[config.mk]
export PLATFORM = sky130hd
export DESIGN_NAME = adaptive_binary_rans_decoder_unit
export DESIGN_NICKNAME = d
export VERILOG_FILES = /design/src/abrd_pkg.sv /design/src/abrd_step.sv /design/src/adaptive_binary_rans_decoder_unit.sv
export SDC_FILE = /design/constraint.sdc
export NUM_CORES = 1
export LEC_CHECK = 0
export BUFFER_PORTS_ARGS = -buffer_cell sky130_fd_sc_hd__buf_2
export CORE_ASPECT_RATIO = 1.25
export CORE_MARGIN = 2
export CORE_UTILIZATION = 42
export CTS_BUF_LIST = sky130_fd_sc_hd__clkbuf_4 sky130_fd_sc_hd__clkbuf_8 sky130_fd_sc_hd__clkbuf_16
export DETAILED_ROUTE_END_ITERATION = 6
export GPL_ROUTABILITY_DRIVEN = 0
export MAX_ROUTING_LAYER = met4
export PLACE_DENSITY = 0.55
export REMOVE_ABC_BUFFERS = 1
export SYNTH_ARGS = -nofsm -noshare
export SYNTH_HDL_FRONTEND = slang
export SYNTH_SLANG_ARGS = --single-unit
[constraint.sdc]
create_clock -name clk -period 14.4 [get_ports clk]
set_clock_uncertainty 0.2 [all_clocks]
set_input_delay 2.16 -clock clk [delete_from_list [all_inputs] [get_ports clk]]
set_output_delay 2.16 -clock clk [all_outputs]
set_load 0.05 [all_outputs]
[src/abrd_pkg.sv]
// Shared constants and types for the adaptive binary rANS decoder.
// No dependencies; imported by abrd_step, the top level, the checker and the testbench.
package abrd_pkg;

    localparam int WINDOW_BITS = 6;
    localparam int SLOT_BITS   = 14;
    localparam int PROB_W      = 2 * WINDOW_BITS;
    localparam int SCALE_SHIFT = SLOT_BITS - PROB_W;
    localparam int STATE_W     = 32;
    localparam int HIGH_W      = STATE_W - SLOT_BITS;
    localparam int BYTE_W      = 8;

    localparam logic [PROB_W-1:0]    PROB_HALF  = PROB_W'(1) << (PROB_W - 1);
    localparam logic [PROB_W:0]      PROB_ONE   = (PROB_W + 1)'(1) << PROB_W;
    localparam logic [SLOT_BITS:0]   SLOT_SCALE = (SLOT_BITS + 1)'(1) << SLOT_BITS;
    localparam logic [STATE_W-1:0]   RENORM_LOW = STATE_W'(1) << 23;

    localparam logic ACT_START  = 1'b0;
    localparam logic ACT_DECODE = 1'b1;

    typedef struct packed {
        logic [STATE_W-1:0] coder_state;
        logic [PROB_W-1:0]  one_probability;
        logic               decoded_bit;
        logic               byte_taken;
    } step_res_t;

endpackage

[src/abrd_step.sv]
// One decode step: slot split, state update by one multiply, renormalisation
// and probability adaptation. Purely combinational; depends on abrd_pkg.
module abrd_step
    import abrd_pkg::*;
(
    input  logic [STATE_W-1:0] coder_state,
    input  logic [PROB_W-1:0]  one_probability,
    input  logic [BYTE_W-1:0]  next_byte,
    output step_res_t          res
);

    logic [SLOT_BITS-1:0]        prob_ext;
    logic [SLOT_BITS-1:0]        p_scaled;
    logic [SLOT_BITS-1:0]        slot;
    logic [HIGH_W-1:0]           high;
    logic [SLOT_BITS:0]          zero_freq;
    logic [SLOT_BITS:0]          freq;
    logic                        is_one;
    logic [SLOT_BITS+HIGH_W:0]   prod;
    logic [STATE_W-1:0]          state_dec;
    logic [PROB_W:0]             room;
    logic [PROB_W-1:0]           prob_up;
    logic [PROB_W-1:0]           prob_down;

    always_comb
    begin
        prob_ext  = SLOT_BITS'(one_probability);
        p_scaled  = prob_ext << SCALE_SHIFT;
        slot      = coder_state[SLOT_BITS-1:0];
        high      = coder_state[STATE_W-1:SLOT_BITS];
        zero_freq = SLOT_SCALE - {1'b0, p_scaled};
        is_one    = ({1'b0, slot} >= zero_freq);
        freq      = is_one ? {1'b0, p_scaled} : zero_freq;
        prod      = freq * high;
        // wraps modulo 2^32 as the coder arithmetic does
        state_dec = prod[STATE_W-1:0] + STATE_W'(slot)
                    - (is_one ? STATE_W'(zero_freq) : '0);

        room      = PROB_ONE - {1'b0, one_probability};
        prob_up   = one_probability + PROB_W'(room >> WINDOW_BITS);
        prob_down = one_probability - (one_probability >> WINDOW_BITS);

        res.decoded_bit     = is_one;
        res.one_probability = is_one ? prob_up : prob_down;
        res.byte_taken      = (state_dec < RENORM_LOW);
        res.coder_state     = res.byte_taken
                              ? {state_dec[STATE_W-BYTE_W-1:0], next_byte}
                              : state_dec;
    end

endmodule

[src/adaptive_binary_rans_decoder_unit.sv]
// Adaptive binary rANS decoder: input register, combinational decode step, result register.
// Throughput one request per cycle while the result side does not stall.
// Start requests give no result and retire in the cycle after accept.
// Reset (rst_n low, asynchronous): coder state 0, one-probability one half, stages empty.
// Stalls on the result side back up through the input register.
// Depends on abrd_pkg and abrd_step.
module adaptive_binary_rans_decoder_unit
    import abrd_pkg::*;
(
    input  logic        clk,
    input  logic        rst_n,
    input  logic        s_axis_tvalid,
    output logic        s_axis_tready,
    input  logic [39:0] s_axis_tdata,   // [31:0] initial_state, [39:32] next_byte
    input  logic        s_axis_tuser,   // [0] action
    output logic        m_axis_tvalid,
    input  logic        m_axis_tready,
    output logic [7:0]  m_axis_tdata    // [0] decoded_bit, [1] byte_taken, [7:2] zero
);

    logic                in_valid_reg;
    logic                in_action_reg;
    logic [STATE_W-1:0]  in_init_reg;
    logic [BYTE_W-1:0]   in_byte_reg;

    logic [STATE_W-1:0]  coder_state_reg, coder_state_next;
    logic [PROB_W-1:0]   prob_reg, prob_next;

    logic                out_valid_reg, out_valid_next;
    logic                out_bit_reg;
    logic                out_taken_reg;

    logic                out_free;
    logic                advance;
    logic                in_take;
    logic                load_out;
    step_res_t           step;

    abrd_step u_step (
        .coder_state     (coder_state_reg),
        .one_probability (prob_reg),
        .next_byte       (in_byte_reg),
        .res             (step)
    );

    always_comb
    begin
        out_free  = !out_valid_reg || m_axis_tready;
        advance   = in_valid_reg && ((in_action_reg == ACT_START) || out_free);
        load_out  = advance && (in_action_reg == ACT_DECODE);
        s_axis_tready = !in_valid_reg || advance;
        in_take   = s_axis_tvalid && s_axis_tready;

        coder_state_next = coder_state_reg;
        prob_next        = prob_reg;
        if (advance)
        begin
            if (in_action_reg == ACT_START)
            begin
                coder_state_next = in_init_reg;
                prob_next        = PROB_HALF;
            end
            else
            begin
                coder_state_next = step.coder_state;
                prob_next        = step.one_probability;
            end
        end

        out_valid_next = out_valid_reg;
        if (load_out)
            out_valid_next = 1'b1;
        else if (m_axis_tready)
            out_valid_next = 1'b0;
    end

    always_ff @(posedge clk or negedge rst_n)
    begin
        if (!rst_n)
        begin
            in_valid_reg    <= 1'b0;
            out_valid_reg   <= 1'b0;
            coder_state_reg <= '0;
            prob_reg        <= PROB_HALF;
        end
        else
        begin
            if (s_axis_tready)
                in_valid_reg <= s_axis_tvalid;
            out_valid_reg   <= out_valid_next;
            coder_state_reg <= coder_state_next;
            prob_reg        <= prob_next;
        end
    end

    always_ff @(posedge clk)
    begin
        if (in_take)
        begin
            in_action_reg <= s_axis_tuser;
            in_init_reg   <= s_axis_tdata[STATE_W-1:0];
            in_byte_reg   <= s_axis_tdata[STATE_W+BYTE_W-1:STATE_W];
        end
        if (load_out)
        begin
            out_bit_reg   <= step.decoded_bit;
            out_taken_reg <= step.byte_taken;
        end
    end

    assign m_axis_tvalid = out_valid_reg;
    assign m_axis_tdata  = {6'b0, out_taken_reg, out_bit_reg};

    // estimate must never collapse to zero, else a slot width vanishes
    a_prob_nonzero: assert property (@(posedge clk) disable iff (!rst_n)
        prob_reg != '0)
        else $error("one-probability reached zero");

    // a held input request can only be waiting on a stalled result
    a_stall_cause: assert property (@(posedge clk) disable iff (!rst_n)
        (in_valid_reg && !advance) |->
            (in_action_reg == ACT_DECODE) && out_valid_reg && !m_axis_tready)
        else $error("input stage stalled without cause");

    // start requests never create a result
    a_start_no_result: assert property (@(posedge clk) disable iff (!rst_n)
        (in_valid_reg && (in_action_reg == ACT_START) && !out_valid_reg) |=> !out_valid_reg)
        else $error("start request produced a result");

    // start resets the estimate to one half
    a_start_half: assert property (@(posedge clk) disable iff (!rst_n)
        (advance && (in_action_reg == ACT_START)) |=> prob_reg == PROB_HALF)
        else $error("start did not reset the estimate");

endmodule

**Word-level counts from Yosys, hierarchy flattened**

Index checks and enable logic that the tools add are counted.

- Register bits: 89
- Output and inout port bits: 10
- Logic and storage cells: 36

- Multipliers: 1
- Mux-type cells: 8
- $lt $le $gt $ge: 2
- Reduce and logical (&&, ||, !) cells: 9
- Bitwise gates (word level): 1
- Add/subtract/negate cells: 6

Operators with widths:

| cell | number |
|---|---|
| $mux 32 | 2 |
| $add 32x14->32 | 1 |
| $lt 32x24->1 const B | 1 |
| $mul 15x18->32 | 1 |
| $sub 32x32->32 | 1 |
| $mux 15 | 2 |
| $mux 12 | 2 |
| $ge 14x15->1 | 1 |
| $sub 15x14->15 const A | 1 |
| $sub 13x12->13 const A | 1 |
| $add 12x7->12 | 1 |
| $sub 12x6->12 | 1 |
| $logic_and 1x1->1 | 3 |
| $logic_or 1x1->1 | 3 |
| $logic_not 1->1 | 2 |
| $mux 1 | 2 |
| $reduce_bool 2->1 | 1 |
| $not 1->1 | 1 |

**Depth between registers and ports, before layout**

- Depth in word-level cells: 9
- Mapped depth: 43
- Depth with buffers taken out: 39

**Cells and area by module**

Synthesis repeated with hierarchy kept, for this count alone.

- Cell total of the unflattened synthesis: 1556
- Area total of the unflattened synthesis: 14955.6 um^2

Modules (own cells, without submodules):

| module | instances | sequential area each (um^2) | area each (um^2) | cells an instance |
|---|---|---|---|---|
| abrd_step | 1 | 0.0 | 11392.2 | 1339 |
| adaptive_binary_rans_decoder_unit | 1 | 2443.6 | 3563.4 | 217 |

**Least setup slack after synthesis**

OpenSTA, ideal clock, no wires.

- Kind: register to register
- Start: reg prob_reg[2]
- End: reg coder_state_reg[16]
- Clock period less this slack: 10.185 ns
- Required time: 14.131 ns
- Path slack: 4.215 ns
- Stages on the path, launching flop included: 40
- Path buffers: 5
- Arrival: 9.916 ns
- Library setup time: 0.069 ns
- Cell sequence: dfrtp_1 > or3_1 > or3_1 > or2_1 > clkbuf_1 > nor2_1 > xnor2_1 > inv_1 > ha_1 > o21ai_0 > nand2b_1 > a21oi_1 > a21oi_1 > o21ai_1 > o21ai_1 > buf_2 > a21oi_1 > xnor2_1 > [... 4 more ...] > fa_1 > fa_1 > fa_1 > fa_1 > inv_1 > fa_1 > inv_1 > ha_1 > clkbuf_1 > nand4_1 > a21oi_1 > a21oi_4 > o211ai_2 > mux2_4 > or4_4 > buf_6 > or4_1 > nand3_1

- Cells in the longest elaborated chain, start to end: 9
- Elaborated cells between the ends (all ways): 10
- Those cells by class: add/sub (3); mul (1); order compare (2); mux (4)

Ends and longest elaborated chain:

| item | RTL line | text |
|---|---|---|
| start, declared | adaptive_binary_rans_decoder_unit.sv:27 | `logic [PROB_W-1:0] prob_reg, prob_next;` |
| start signal, assigned | adaptive_binary_rans_decoder_unit.sv:92 | `prob_reg <= prob_next;` |
| $sub 15x14->15 | abrd_step.sv:31 | `zero_freq = SLOT_SCALE - {1'b0, p_scaled};` |
| $ge 14x15->1 | abrd_step.sv:32 | `is_one = ({1'b0, slot} >= zero_freq);` |
| $mux 15 | abrd_step.sv:33 | `freq = is_one ? {1'b0, p_scaled} : zero_freq;` |
| $mul 15x18->32 | abrd_step.sv:34 | `prod = freq * high;` |
| $add 32x14->32 | abrd_step.sv:36 | `state_dec = prod[STATE_W-1:0] + STATE_W'(slot)` |
| $sub 32x32->32 (*) | abrd_step.sv:37 | `- (is_one ? STATE_W'(zero_freq) : '0);` |
| $lt 32x24->1 | abrd_step.sv:45 | `res.byte_taken = (state_dec < RENORM_LOW);` |
| $mux 32 (*) | abrd_step.sv:47 | `? {state_dec[STATE_W-BYTE_W-1:0], next_byte}` |
| $mux 32 (*) | adaptive_binary_rans_decoder_unit.sv:58 | `if (in_action_reg == ACT_START)` |
| end signal, assigned | adaptive_binary_rans_decoder_unit.sv:91 | `coder_state_reg <= coder_state_next;` |
| end, declared | adaptive_binary_rans_decoder_unit.sv:26 | `logic [STATE_W-1:0] coder_state_reg, coder_state_next;` |

Mark *: on every way between the ends. The rest lies on a longest branch, timed or not.
A chain may end at the register's enable or synchronous reset.

**Final worst setup path**

- Start: reg prob_reg[2]
- End: reg coder_state_reg[14]

The elaborated chain is that of the path after synthesis.

==> impl_metrics.toml <==
[detailed_routing]
routed_wl_um = 37400
post_drt_wl_per_cell_um = 18.2
detail_route.iter0.violations = 550
number_of_optimization_iterations_in_the_first_detailed_route_pass = 5
dr_total_vias = 10900
drc_violations = 0
drt-vias-per-instance = 5.31
route.antenna.remaining_nets = 0

[clock_network]
clockBufferDepth = 2
insertion_delay_ns = 0.36
cts-hold-fix-buffers = 0
clock_pin_transition_on_the_worst_setup_and_hold_timing_paths_ns = 0.07
cts.repair.resized = 0
cts-htree-levels = 3
clkSinkCount = 89
clock-root-buffer = "sky130_fd_sc_hd__clkbuf_16"
number_of_buffers_added_by_the_clock_tree_synthesis_step = 9
cts_tree = "yes"
post_cts_buffers = 0

[cells_and_area]
synthToLayoutAreaGrowth_pct = 6.20
drive_gt1_frac = 0.0651
mostFrequentLayoutCells = "sky130_fd_sc_hd__inv_1, sky130_fd_sc_hd__fa_1, sky130_fd_sc_hd__nand2_1"
final_common_cell = "sky130_fd_sc_hd__inv_1"
final_nets = 2027

[place]
detailed_placer_s_ending_hpwl_um = 29500
numPortBuffers = 48

[sta]
final-max-slew-violation-count = 0
rsz0062_at_grt = "no"
period_minus_slack_ns = 11.32
layout_worst_path_cycle_share = 0.786
hold_viol_final = 0
fmaxAchievable_ghz = 0.0884
max_slew.worst_pin.slew_ns = 1.17
totalNegativeSetupSlack_ns = 0
timing.final.setup_violations = 0
maxSlewHeadroom = 0.221

[min_path]
min-delay-start = "in_byte_reg[4]"
hold-path-cell-count = 2
hold_class = "register to register"

[die]
rows = 75
die_y_extent_um = 211
core_um2 = 33700
boundaryPins = 55
initial_utilization = 0.428
die_width_um = 170
fp.dieArea_um2 = 35800

[logic_synthesis]
netlist_instances = 1624
seq_area_frac_synth = 0.170
edff_count_synth = 43
synth_area_per_cell_um2 = 8.87
yosysUniqueCellTypes = 73
synth_seq_cells = 89
synth_top_family_by_area = "adder cells"
post_synth_and_or_nand_nor_area_fraction = 0.163
yosysWarningCount = 0
yosys.area_share.xor_xnor = 0.0365
netlist_area_before_placement_um2 = 14400
area_fraction_in_compound_gates_after_synthesis = 0.106
post_synth_mux_area_share = 0.00243
post_synth_fa_ha_maj_area_fraction = 0.414
async_flop_share = 0.517
yosys_most_used_dff = "sky130_fd_sc_hd__dfrtp_1"

[global_route]
pin_count_of_the_biggest_net_entering_global_routing = 52
wire_length_of_the_first_global_routing_pass_um = 61800
global_route.overflow_total = 0
grt_antenna_before_repair = 0
grt_usage = 0.229
grt_pass1_vias = 11600

[worst_setup_path]
crit_path_top_delay_cell = "sky130_fd_sc_hd__and4_1"
setup.worst_path.start = "prob_reg[2]"
cp-start-kind = "register"
critical_path_peak_fanout = 28
crit_path_max_incr_delay_ns = 0.95
rr_startpoint = "prob_reg[2]"
critical-path-top-cell-by-count = "sky130_fd_sc_hd__fa_1"
register_to_register_path_depth = 35
critPathKind = "register to register"
worstPathArrival_ns = 11.37
critPathCaptureType = "register"
crit_required_ns = 14.45

[outcome]
result_of_the_run = "finished clean"

[flow_run]
drv_cap = 0
-- cell families (layout without fill, tap and decap cells) --
kind of cell,count (synthesis),in the layout
mux,3,3
simple gates,465,465
buf+inv,404,403
fa+ha+maj,358,358
compound gates,244,244
other cells,1,8
xor+xnor,60,60
flops,89,89
-- area by class of cell --
type | instances | area, um2
clock inverters | 6 | 48.8
inverters | 322 | 1210
well taps | 423 | 529
repair buffers | 65 | 368
diodes | 1 | 2.50
multi-input cells | 1137 | 10500
flip-flops and latches | 89 | 2440
clock buffers | 10 | 250
fillers | 3324 | 18400
-- worst max-delay path: cells and delay by family (launching register included) --
| kind | cells | cell delay (ns) |
|---|---|---|
| flip-flops | 1 | 0.46 |
| adder cells (fa/ha/maj) | 8 | 3.91 |
| buffers and inverters | 5 | 0.42 |
| AO/OA/AOI/OAI | 12 | 2.36 |
| AND/OR/NAND/NOR | 8 | 2.86 |
| XOR/XNOR | 2 | 0.97 |
-- final timing paths --
check                           slack, ns                   to
worst max-delay path                 3.08  coder_state_reg[14]
worst max register to register       3.08  coder_state_reg[14]
worst min-delay path                 0.34   coder_state_reg[4]
max in group asynchronous           11.84         in_valid_reg
min in group asynchronous            1.69          prob_reg[4]
worst min register to register       0.34   coder_state_reg[4]
-- through the flow --
stage	util	instance area, um2	cells	hold slack [ns]	setup slack [ns]
after floorplan	-	14100	1548	0.293	3.44
after global placement	0.445	15000	2036	0.321	3.29
after detailed placement	0.445	15000	2036	0.339	3.16
after CTS	0.454	15300	2052	0.343	3.10
after global routing	0.454	15300	2052	0.392	2.29
final	0.454	15300	2053	0.340	3.08
-- cells in the mapped netlist (all sizes together) (3+ instances only) --
| cell type | count | share of area |
|---|---|---|
| ha | 159 | 0.14 |
| edfxtp | 43 | 0.090 |
| o21ai | 73 | 0.026 |
| xor2 | 22 | 0.013 |
| clkbuf | 67 | 0.017 |
| fa | 199 | 0.28 |
| inv | 321 | 0.084 |
| a21oi | 77 | 0.028 |
| nand4 | 8 | 0.0035 |
| or4 | 3 | 0.0018 |
| a311oi | 3 | 0.0018 |
| or3 | 23 | 0.010 |
| a21boi | 6 | 0.0031 |
| dfrtp | 45 | 0.078 |
| buf | 15 | 0.0070 |
| and3 | 15 | 0.0065 |
| nor2 | 43 | 0.011 |
| nor4 | 3 | 0.0028 |
| o21bai | 7 | 0.0036 |
| nor2b | 21 | 0.0091 |
| nand2b | 8 | 0.0035 |
| and2 | 102 | 0.044 |
| o221ai | 3 | 0.0018 |
| nand3 | 26 | 0.0090 |
| a211oi | 6 | 0.0031 |
| o211ai | 13 | 0.0071 |
| a31oi | 15 | 0.0065 |
| or2 | 10 | 0.0043 |
| a41o | 3 | 0.0021 |
| nand2 | 179 | 0.047 |
| nor3 | 17 | 0.0059 |
| a21o | 11 | 0.0057 |
| xnor2 | 38 | 0.023 |
| o31ai | 7 | 0.0040 |
| o21a | 3 | 0.0016 |
-- layer usage --
metal / GRT usage / share of wire
met1: 0.301 / 0.45
met2: 0.383 / 0.50
met3: 0.0208 / 0.038
met4: 0.0607 / 0.021
met5: - / 0
Power is not shown: default switching activity piles up to over one toggle a cycle in this logic, so the estimate is an artifact.
